File: src/hdl/ubx_pkg.sv
// Shared types and constants for the UBX frame receiver.
`default_nettype none
package ubx_pkg;

  // Preamble bytes
  localparam logic [7:0] SyncFirst  = 8'hB5;
  localparam logic [7:0] SyncSecond = 8'h62;

  // Longest payload accepted before a frame is flagged too long
  localparam logic [15:0] MaxPayload = 16'd256;

  // Register reset values
  localparam logic [7:0]  ClassReset   = 8'd6;
  localparam logic [7:0]  IdReset      = 8'd0;
  localparam logic [15:0] TimeoutReset = 16'd200;

  // Configuration register indexes (byte address / 4)
  localparam int unsigned RegAddrWidth = 4;
  localparam logic [1:0] RegClass   = 2'd0;
  localparam logic [1:0] RegId      = 2'd1;
  localparam logic [1:0] RegTimeout = 2'd2;

  // Input opcodes
  localparam logic OpByte = 1'b0;
  localparam logic OpTick = 1'b1;

  // Result kinds
  localparam logic KindPayload  = 1'b0;
  localparam logic KindFrameEnd = 1'b1;

  // Frame end status codes
  localparam logic [1:0] StatOk       = 2'd0;
  localparam logic [1:0] StatBadSum   = 2'd1;
  localparam logic [1:0] StatTimeout  = 2'd2;
  localparam logic [1:0] StatTooLong  = 2'd3;

  // Input word
  typedef struct packed {
    logic       opcode;
    logic [7:0] rx_byte;
  } ubx_in_word_t;

  // Result word
  typedef struct packed {
    logic        kind;
    logic [7:0]  payload_byte;
    logic [15:0] byte_index;
    logic [1:0]  status;
    logic [15:0] frame_length;
  } ubx_out_word_t;

endpackage
`default_nettype wire

File: src/hdl/ubx_if.sv
// Valid/ready stream interfaces for the input and result channels.
`default_nettype none
interface ubx_in_if import ubx_pkg::*; ();
  logic         valid;
  logic         ready;
  ubx_in_word_t data;

  modport source (output valid, output data, input ready);
  modport sink (input valid, input data, output ready);
endinterface

interface ubx_out_if import ubx_pkg::*; ();
  logic          valid;
  logic          ready;
  ubx_out_word_t data;

  modport source (output valid, output data, input ready);
  modport sink (input valid, input data, output ready);
endinterface
`default_nettype wire

File: src/hdl/ubx_frame_receiver.sv
// UBX frame receiver: preamble hunt, payload streaming, Fletcher-8 check, timeout.
//
// Takes one word per cycle: a received byte or a time tick. Each word is
// decoded combinationally against the parser state, and any result (a
// payload byte with its index, or a frame end with status) lands in a
// one-deep result register. A new word is taken whenever that register is
// empty or is being drained in the same cycle, so the sustained rate is one
// word per clock; the result register is the only thing that stalls input.
// Configuration registers sit on an APB port at byte addresses 0 (class),
// 4 (id) and 8 (timeout ticks); write them only while the parser is idle.
`default_nettype none
module ubx_frame_receiver import ubx_pkg::*; (
  input  wire logic                    clk,
  input  wire logic                    rst,
  ubx_in_if.sink                       item,
  ubx_out_if.source                    result,
  input  wire logic                    psel,
  input  wire logic                    penable,
  input  wire logic                    pwrite,
  input  wire logic [RegAddrWidth-1:0] paddr,
  input  wire logic [31:0]             pwdata,
  output logic      [31:0]             prdata,
  output logic                         pready
);

  typedef enum logic [8:0] {
    PH_HUNT    = 9'b000000001,
    PH_SYNC2   = 9'b000000010,
    PH_CLASS   = 9'b000000100,
    PH_ID      = 9'b000001000,
    PH_LEN_LO  = 9'b000010000,
    PH_LEN_HI  = 9'b000100000,
    PH_PAYLOAD = 9'b001000000,
    PH_CHECK_A = 9'b010000000,
    PH_CHECK_B = 9'b100000000
  } phase_t;

  // Configuration registers
  logic [7:0]  expected_class;
  logic [7:0]  expected_id;
  logic [15:0] timeout_ticks;

  // Parser state
  phase_t      phase, phase_next;
  logic [7:0]  sum_a, sum_a_next;
  logic [7:0]  sum_b, sum_b_next;
  logic [15:0] length_seen, length_seen_next;
  logic [15:0] bytes_done, bytes_done_next;
  logic [15:0] elapsed_ticks, elapsed_ticks_next;
  logic [7:0]  received_check_a, received_check_a_next;

  // Result register
  logic          out_valid, out_valid_next;
  ubx_out_word_t out_word;

  logic          accept;
  logic          res_fire;
  ubx_out_word_t res_word;
  logic          begin_frame;
  logic [7:0]    rx;
  logic [7:0]    add_a;
  logic [7:0]    add_b;
  logic [15:0]   ticks_inc;
  logic [15:0]   len_full;
  logic [15:0]   done_inc;

  // APB port
  assign pready = 1'b1;

  always_ff @(posedge clk) begin
    if (rst) begin
      expected_class <= ClassReset;
      expected_id    <= IdReset;
      timeout_ticks  <= TimeoutReset;
    end else if (psel && penable && pwrite) begin
      case (paddr[3:2])
        RegClass:   expected_class <= pwdata[7:0];
        RegId:      expected_id    <= pwdata[7:0];
        RegTimeout: timeout_ticks  <= pwdata[15:0];
        default: ;
      endcase
    end
  end

  always_comb begin
    case (paddr[3:2])
      RegClass:   prdata = {24'd0, expected_class};
      RegId:      prdata = {24'd0, expected_id};
      RegTimeout: prdata = {16'd0, timeout_ticks};
      default:    prdata = 32'd0;
    endcase
  end

  // Handshake: take a word when the result register is free or draining
  assign item.ready   = !out_valid || result.ready;
  assign accept       = item.valid && item.ready;
  assign result.valid = out_valid;
  assign result.data  = out_word;

  // Datapath helpers
  assign rx        = item.data.rx_byte;
  assign add_a     = sum_a + rx;
  assign add_b     = sum_b + add_a;
  assign ticks_inc = (elapsed_ticks == 16'hFFFF) ? elapsed_ticks : elapsed_ticks + 16'd1;
  assign len_full  = {rx, length_seen[7:0]};
  assign done_inc  = bytes_done + 16'd1;

  // Next-state and result decode for one word
  always_comb begin
    phase_next            = phase;
    sum_a_next            = sum_a;
    sum_b_next            = sum_b;
    length_seen_next      = length_seen;
    bytes_done_next       = bytes_done;
    elapsed_ticks_next    = elapsed_ticks;
    received_check_a_next = received_check_a;
    res_fire              = 1'b0;
    res_word              = '0;
    begin_frame           = 1'b0;

    if (item.data.opcode == OpTick) begin
      // Ticks only count inside a frame
      if (phase != PH_HUNT) begin
        elapsed_ticks_next = ticks_inc;
        if (ticks_inc >= timeout_ticks) begin
          phase_next            = PH_HUNT;
          res_fire              = 1'b1;
          res_word.kind         = KindFrameEnd;
          res_word.status       = StatTimeout;
          res_word.frame_length = (phase == PH_PAYLOAD || phase == PH_CHECK_A ||
                                   phase == PH_CHECK_B) ? length_seen : 16'd0;
        end
      end
    end else begin
      case (phase)
        PH_HUNT: begin
          begin_frame = (rx == SyncFirst);
        end
        PH_SYNC2: begin
          if (rx == SyncSecond) phase_next = PH_CLASS;
          else begin
            phase_next  = PH_HUNT;
            begin_frame = (rx == SyncFirst);
          end
        end
        PH_CLASS: begin
          if (rx == expected_class) begin
            sum_a_next = add_a;
            sum_b_next = add_b;
            phase_next = PH_ID;
          end else begin
            phase_next  = PH_HUNT;
            begin_frame = (rx == SyncFirst);
          end
        end
        PH_ID: begin
          if (rx == expected_id) begin
            sum_a_next = add_a;
            sum_b_next = add_b;
            phase_next = PH_LEN_LO;
          end else begin
            phase_next  = PH_HUNT;
            begin_frame = (rx == SyncFirst);
          end
        end
        PH_LEN_LO: begin
          sum_a_next       = add_a;
          sum_b_next       = add_b;
          length_seen_next = {8'd0, rx};
          phase_next       = PH_LEN_HI;
        end
        PH_LEN_HI: begin
          sum_a_next       = add_a;
          sum_b_next       = add_b;
          length_seen_next = len_full;
          bytes_done_next  = 16'd0;
          if (len_full > MaxPayload) begin
            phase_next            = PH_HUNT;
            res_fire              = 1'b1;
            res_word.kind         = KindFrameEnd;
            res_word.status       = StatTooLong;
            res_word.frame_length = len_full;
          end else if (len_full == 16'd0) begin
            phase_next = PH_CHECK_A;
          end else begin
            phase_next = PH_PAYLOAD;
          end
        end
        PH_PAYLOAD: begin
          sum_a_next            = add_a;
          sum_b_next            = add_b;
          bytes_done_next       = done_inc;
          res_fire              = 1'b1;
          res_word.kind         = KindPayload;
          res_word.payload_byte = rx;
          res_word.byte_index   = bytes_done;
          res_word.frame_length = length_seen;
          if (done_inc >= length_seen) phase_next = PH_CHECK_A;
        end
        PH_CHECK_A: begin
          received_check_a_next = rx;
          phase_next            = PH_CHECK_B;
        end
        PH_CHECK_B: begin
          phase_next            = PH_HUNT;
          res_fire              = 1'b1;
          res_word.kind         = KindFrameEnd;
          res_word.status       = (received_check_a == sum_a && rx == sum_b) ?
                                  StatOk : StatBadSum;
          res_word.frame_length = length_seen;
        end
        default: begin
          phase_next  = PH_HUNT;
          begin_frame = (rx == SyncFirst);
        end
      endcase

      // First sync byte seen: open a fresh frame
      if (begin_frame) begin
        phase_next            = PH_SYNC2;
        sum_a_next            = 8'd0;
        sum_b_next            = 8'd0;
        length_seen_next      = 16'd0;
        bytes_done_next       = 16'd0;
        elapsed_ticks_next    = 16'd0;
        received_check_a_next = 8'd0;
      end
    end
  end

  // Parser state registers
  always_ff @(posedge clk) begin
    if (rst) begin
      phase            <= PH_HUNT;
      sum_a            <= 8'd0;
      sum_b            <= 8'd0;
      length_seen      <= 16'd0;
      bytes_done       <= 16'd0;
      elapsed_ticks    <= 16'd0;
      received_check_a <= 8'd0;
    end else if (accept) begin
      phase            <= phase_next;
      sum_a            <= sum_a_next;
      sum_b            <= sum_b_next;
      length_seen      <= length_seen_next;
      bytes_done       <= bytes_done_next;
      elapsed_ticks    <= elapsed_ticks_next;
      received_check_a <= received_check_a_next;
    end
  end

  // Result register
  always_comb begin
    if (accept)            out_valid_next = res_fire;
    else if (result.ready) out_valid_next = 1'b0;
    else                   out_valid_next = out_valid;
  end

  always_ff @(posedge clk) begin
    if (rst) out_valid <= 1'b0;
    else     out_valid <= out_valid_next;
  end

  always_ff @(posedge clk) begin
    if (accept && res_fire) out_word <= res_word;
  end

endmodule
`default_nettype wire
File: src/flat_wrapper.sv
// flat-port wrapper written by rule: the top's interface ports become plain ports
module ubx_frame_receiver_flat import ubx_pkg::*;
  (clk, rst, psel, penable, pwrite, paddr, pwdata, prdata, pready, item_valid, item_data, item_ready, result_valid, result_data, result_ready);
  ubx_in_if item_i ();
  ubx_out_if result_i ();
  input  wire logic clk;
  input  wire logic rst;
  input  wire logic psel;
  input  wire logic penable;
  input  wire logic pwrite;
  input  wire logic [RegAddrWidth-1:0] paddr;
  input  wire logic [31:0] pwdata;
  output logic      [31:0] prdata;
  output logic pready;
  input wire logic [$bits(item_i.valid)-1:0] item_valid;
  input wire logic [$bits(item_i.data)-1:0] item_data;
  output wire logic [$bits(item_i.ready)-1:0] item_ready;
  output wire logic [$bits(result_i.valid)-1:0] result_valid;
  output wire logic [$bits(result_i.data)-1:0] result_data;
  input wire logic [$bits(result_i.ready)-1:0] result_ready;
  assign item_i.valid = item_valid;
  assign item_i.data = item_data;
  assign item_ready = item_i.ready;
  assign result_valid = result_i.valid;
  assign result_data = result_i.data;
  assign result_i.ready = result_ready;
  ubx_frame_receiver u_core (.clk(clk), .rst(rst), .item(item_i), .result(result_i), .psel(psel), .penable(penable), .pwrite(pwrite), .paddr(paddr), .pwdata(pwdata), .prdata(prdata), .pready(pready));
endmodule
File: config.mk
export PLATFORM = sky130hd
export DESIGN_NAME = ubx_frame_receiver_flat
export DESIGN_NICKNAME = d
export VERILOG_FILES = /design/src/hdl/ubx_pkg.sv /design/src/hdl/ubx_if.sv /design/src/hdl/ubx_frame_receiver.sv /design/src/flat_wrapper.sv
export SDC_FILE = /design/constraint.sdc
export NUM_CORES = 1
export LEC_CHECK = 0
export ABC_CLOCK_PERIOD_IN_PS = 6970
export BUFFER_PORTS_ARGS = -buffer_cell sky130_fd_sc_hd__buf_4
export CORE_ASPECT_RATIO = 0.6
export CORE_MARGIN = 5
export CORE_UTILIZATION = 35
export CTS_BUF_LIST = sky130_fd_sc_hd__clkbuf_8
export DETAILED_ROUTE_END_ITERATION = 8
export PLACE_DENSITY = 0.6
export SYNTH_ARGS = -nofsm -noshare
export SYNTH_HDL_FRONTEND = slang
export SYNTH_SLANG_ARGS = --single-unit
File: constraint.sdc
create_clock -name clk -period 6.97 [get_ports clk]
set_input_delay 0.3485 -clock clk [delete_from_list [all_inputs] [get_ports clk]]
set_output_delay 0.3485 -clock clk [all_outputs]
set_load 0.02 [all_outputs]
* Word-level counts from Yosys, hierarchy flattened *
Index checks and enable logic that the tools add are counted.

operators by class
  equal/unequal tests = 26
  $add $sub $neg = 4
  reduce and logical (&&, ||, !) cells = 32
  order comparisons = 3
  multipliers = 0
  div/mod/pow operators = 0
  bitwise operators = 2
  shifts and indexed selects = 0
  muxes and demuxes = 52

operators with widths
  cell                                                 number
  two-way mux 16 bit                                   7
  one-hot mux 16 bit (2 select lines)                  3
  two-way mux 8 bit                                    10
  two-way mux 18 bit                                   4
  one-hot mux 9 bit (8 select lines)                   1
  one-hot mux 16 bit (3 select lines)                  1
  one-hot mux 8 bit (3 select lines)                   2
  two-way mux 9 bit                                    5
  adder 16 x 1 -> 16 bit, second input constant        2
  equality test 8 bit                                  4
  greater-or-equal comparator 16 bit                   2
  adder 8 bit                                          2
  equality test 16 bit, second input constant          1
  > comparator 16 x 9 -> 1 bit, second input constant  1
  zero test 16 bit                                     1
  two-way mux 1 bit                                    12
  AND reduction 3 bit                                  4
  AND reduction 5 bit                                  2
  equality test 9 x 1 -> 1 bit, second input constant  1
  equality test 9 x 2 -> 1 bit, second input constant  1
  equality test 9 x 3 -> 1 bit, second input constant  1
  equality test 9 x 4 -> 1 bit, second input constant  1
  equality test 9 x 5 -> 1 bit, second input constant  1
  equality test 9 x 6 -> 1 bit, second input constant  1
  31 further kinds                                     49

word-level totals
  bits in latches = 0
  input port bits = 52
  flip-flop bits (word level) = 157
  output and inout port bits = 78
  memories kept = 0
  memory bits (writable) = 0
  word-level logic and storage cells = 136
  bits in read-only memories = 0

* Longest topological paths before layout *
  depth after elaboration = 7
  gate-level depth with buffers = 20
  gate-level depth less buffers = 17

* Least setup slack after synthesis *
OpenSTA, ideal clock, no wires.

  path type = reg-to-reg
  from = reg u_core.elapsed_ticks[3]
  to = reg u_core.out_word, in the netlist u_core.result.data[0] (enable)
  required time = 6.573 ns
  path slack = 2.549 ns
  arrival = 4.024 ns
  stages on the path, launching flop included = 19
  path buffers = 3
  library setup time = 0.397 ns
  period minus slack after synthesis = 4.421 ns
  cell sequence = dfxtp_1 > clkbuf_1 > nand3_1 > nor4_1 > nand2_1 > or2_2 > clkbuf_1 > and3_1 > clkbuf_1 > nand2_1 > xnor2_1 > ha_1 > o211ai_1 > o21ai_0 > nand3_1 > a21o_1 > o21ai_0 > o21bai_1 > inv_1

between the ends
  word-level cells in the longest chain between the ends = 7
  elaborated cells between the ends (all ways) = 8
  those cells by class = add/sub (1); order compare (1); eq/ne (1); mux (4); reduce/logical (1)

ends and longest elaborated chain
  element                                                                line                       text
  from (decl)                                                            ubx_frame_receiver.sv:49   logic [15:0] elapsed_ticks, elapsed_ticks_next;
  from (signal assigned)                                                 ubx_frame_receiver.sv:247  elapsed_ticks <= elapsed_ticks_next;
  adder 16 x 1 -> 16 bit / equality test 16 bit (equally long branches)  ubx_frame_receiver.sv:104  assign ticks_inc = (elapsed_ticks == 16'hFFFF) ? elapsed_ticks : elapsed_ticks + 16'd1;
  two-way mux 16 bit (*)                                                 ubx_frame_receiver.sv:104
  greater-or-equal comparator 16 bit (*)                                 ubx_frame_receiver.sv:125  if (ticks_inc >= timeout_ticks) begin
  two-way mux 1 bit (*)                                                  ubx_frame_receiver.sv:125
  two-way mux 1 bit (*)                                                  ubx_frame_receiver.sv:123  if (phase != PH_HUNT) begin
  two-way mux 1 bit (*)                                                  ubx_frame_receiver.sv:121  if (item.data.opcode == OpTick) begin
  logical AND 1 bit (*)                                                  ubx_frame_receiver.sv:265  if (accept && res_fire) out_word <= res_word;
  to (signal assigned)                                                   ubx_frame_receiver.sv:265
  to (decl)                                                              ubx_frame_receiver.sv:54   ubx_out_word_t out_word;

Mark *: on every way between the ends. The rest lies on a longest branch, timed or not.
A chain may end at the register's enable or synchronous reset.

* Worst setup path after layout *
  from = reg u_core.elapsed_ticks[0]
  to = reg u_core.out_word, in the netlist u_core.result.data[35] (enable)

Same word-level chain as after synthesis.

==> results by group <==
Status
  • Outcome: finished clean

STA
  • Fin. max-slew vios: 0
  • Final Skew: 17.9 ps
  • Final period utilization: 0.711
  • Worst slew margin: 0.241
  • RSZ-0062 raised after global routing: no
  • Final setup fails: 0
  • Crit path time final: 4950 ps
  • Worst hold slack: 126 ps
  • Final setup TNS: 0 ps
  • Worst slew pin tran: between 1000 and 1500 ps
  • Final hold viol count: 0
  • Fmax: a little over 200 MHz

Clocking
  • Post-CTS Setup Inserts: 0
  • H-tree level count: 4
  • Num CTS Buffers: 17
  • Clk Latency, worst-skew pair: approximately 470 ps
  • CTS tree: done
  • Clock Pin Slew Worst Setup and Hold Paths: 90 ps
  • PostCTS Resize Cnt: 0
  • CTS Hold Bufs: 0
  • Clk buf depth: 2
  • Clk sinks: about 160
  • Root Driver: clkbuf_8

Power and ir drop
  • PD cells: 171 mW/mm^2
  • VDD IR max: between 0.1 and 0.15 mV
  • LEAKAGE: 4.23 nW

Critical path
  • Arr. time, crit path: slightly above 5000 ps
  • CP startpoint kind: flop
  • Slowest cell on crit path: nor4_1
  • Max FO, Critical Path: 43
  • Max stage delay on crit path: 580 ps
  • Crit. End Element: flop
  • CP Cell Sequence: ha_1 > inv_1 > nor4_1 > nand2_1 > or2_2 > and3_1 > nand4_1 > xnor2_1 > ha_1 > a21o_1 > nand3_1 > a21oi_1 > a211oi_1 > a21o_1 > o21ai_0 > o21bai_1 > inv_2
  • Type of the worst setup path: reg -> reg
  • Worst Path Buf+Inv: 2
  • CP delay by family, top: simple AND/OR/NAND/NOR gates
  • Worst Path Required: 7050 ps

Finish
  • Most frequent cells in the layout: dfxtp_1 (114), nor2_1 (105), buf_4 (103)
  • Util after Layout: 0.407
  • Most common cell after layout, fill and taps aside: dfxtp_1
  • Final nets: 1,175
  • FILL cells: between 2,000 and 3,000
  • Fraction of layout cells with a size suffix above 1: 0.145
  • Register area: 0.00357 sq mm
  • P&R area growth vs syn: 14.7%
  • Footprint of the multi-input gates: 0.00492 sq mm
  • Ant diodes: 0

Drt
  • Routed Antenna Nets: 0
  • Average wire per standard cell: 17.0 um
  • DRC violations left: 0
  • Routed WL: 24.0 mm
  • Vias: 7,328
  • Pre-antenna DRT Iters: 8
  • DRT iter0 DRCs: approximately 570
  • Vias per cell: roughly 5.2

Yosys
  • Warnings from Yosys: 0
  • Post-synthesis cell count: between 1,000 and 1,500
  • Post-synthesis sequential area ratio: 0.400
  • Synth Register Bits: roughly 160
  • Syn avg cell area: 8.93 sq um
  • Post-synth EDFFs: 43
  • Library cells used by synthesis: 65
  • Share of synthesized registers carrying an async set or reset: 0
  • Main flop type after synthesis: dfxtp_1
  • Post-Syn Area: 0.00894 sq mm

Place
  • RePlAce Congestion: 0.818
  • I/O Buffers: 94
  • Dpl hpwl: 17.5 mm

Floorplanning
  • Core Region: 0.0252 sq mm
  • Rows: 45
  • Die Y-Extent: 134 um
  • Die Wd: ~220 um
  • Initial Util: 0.354
  • I/O pin cnt: 130
  • Die area: roughly 0.029 sq mm

GRT
  • Total Routing Usage GR: 0.166
  • First-pass GRT wire length: 38.7 mm
  • Number of global-route vias before repair: 7,090
  • Largest net degree at the start of global routing: 56
  • Overflow after GRT: 0
  • Initial antenna violation count: 0

Min path
  • Hold Path Class: in -> reg

Run
  • Max Cap Violations: 0
==> cell families after synthesis <==
family                     after synthesis  share of synthesized area
DFF                                    157                      0.400
xor gates and xnor gates                69                     0.0676
AOI/OAI and AO/OA                      190                      0.140
other                                    2                   0.000840
muxes                                   43                     0.0483
and+or+nand+nor                        379                      0.216
adders and majority gates               50                     0.0716
buffers and inverters                  111                     0.0570
==> power by group <==
part	internal (mW)	switching (mW)	total, mW
clock network	0.324	0.383	0.708
registers	0.933	0.00236	0.935
logic	0.0348	0.0709	0.106
total	1.29	0.457	1.75
==> sequential cells by signal, indices dropped and copies added, names as in the netlist <==
signal,count
u_core.bytes_done,16
u_core.expected_id,8
u_core.length_seen,16
u_core.timeout_ticks,16
u_core.result.valid,1
u_core.expected_class,8
u_core.received_check_a,8
u_core.sum_a,8
u_core.elapsed_ticks,16
u_core.result.data,43
u_core.phase,9
u_core.sum_b,8
==> worst paths after layout <==
path,end,depth (start not counted),slack [ps],start
max,u_core.result.data[35]$_SDFFCE_PP0P_,17,2020,u_core.elapsed_ticks[0]$_SDFFE_PP0P_
min,u_core.timeout_ticks[8]$_SDFFE_PP0P_,3,130,pwdata[8]
max reg2reg,u_core.result.data[35]$_SDFFCE_PP0P_,17,2020,u_core.elapsed_ticks[0]$_SDFFE_PP0P_
min reg2reg,u_core.timeout_ticks[12]$_SDFFE_PP0P_,2,480,u_core.timeout_ticks[12]$_SDFFE_PP0P_
==> metrics by stage <==
| step | worst slack [ps] | cells | instance area (sq um) | total power [mW] |
|---|---|---|---|---|
| after floorplan | 2550 | 1016 | 9000 | 1.03 |
| after global placement | 2160 | 1383 | 9860 | 1.06 |
| after detailed placement | 2080 | 1383 | 9860 | 1.06 |
| after CTS | 2040 | 1415 | 10300 | 1.77 |
| after global routing | 1500 | 1415 | 10300 | 1.83 |
| final | 2020 | 1415 | 10300 | 1.75 |
==> cell usage after synthesis, types with 19 or more instances <==
cell	count	area [sq um]
inv_1	46	173
xnor2_1	21	184
mux2i_1	42	420
a21oi_1	69	345
dfxtp_1	114	2280
nor2_1	105	394
o21ai_0	26	130
nor3_1	19	95.1
and2_1	42	263
xor2_1	48	420
a22o_1	24	210
nand3_1	30	150
nand2_1	76	285
ha_1	48	601
edfxtp_1	43	1290
clkbuf_1	35	131
==> metal layers <==
metal / global-route usage / part of all wire / wire, um
met1: 0.250 / 0.52 / 12400
met2: 0.241 / 0.42 / 10000
met3: 0.0368 / 0.058 / 1400
met4: 0.0409 / 0.0091 / 219
met5: 0 / 0 / 0
==> cell type report <==
| class | count | share of cell area |
|---|---|---|
| Clock buffer | 17 | 0.0228 |
| Clock inverter | 15 | 0.0161 |
| Inverter | 46 | 0.0168 |
| Multi-Input combinational cell | 748 | 0.480 |
| Sequential cell | 157 | 0.348 |
| Tap cell | 329 | 0.0401 |
| Timing Repair Buffer | 103 | 0.0754 |
==> worst min-delay path, cell delays in order <==
cell and delay (ps):
buf_4 110, nand2_1 40, a21oi_1 50
(Power assumes the default switching activity.)
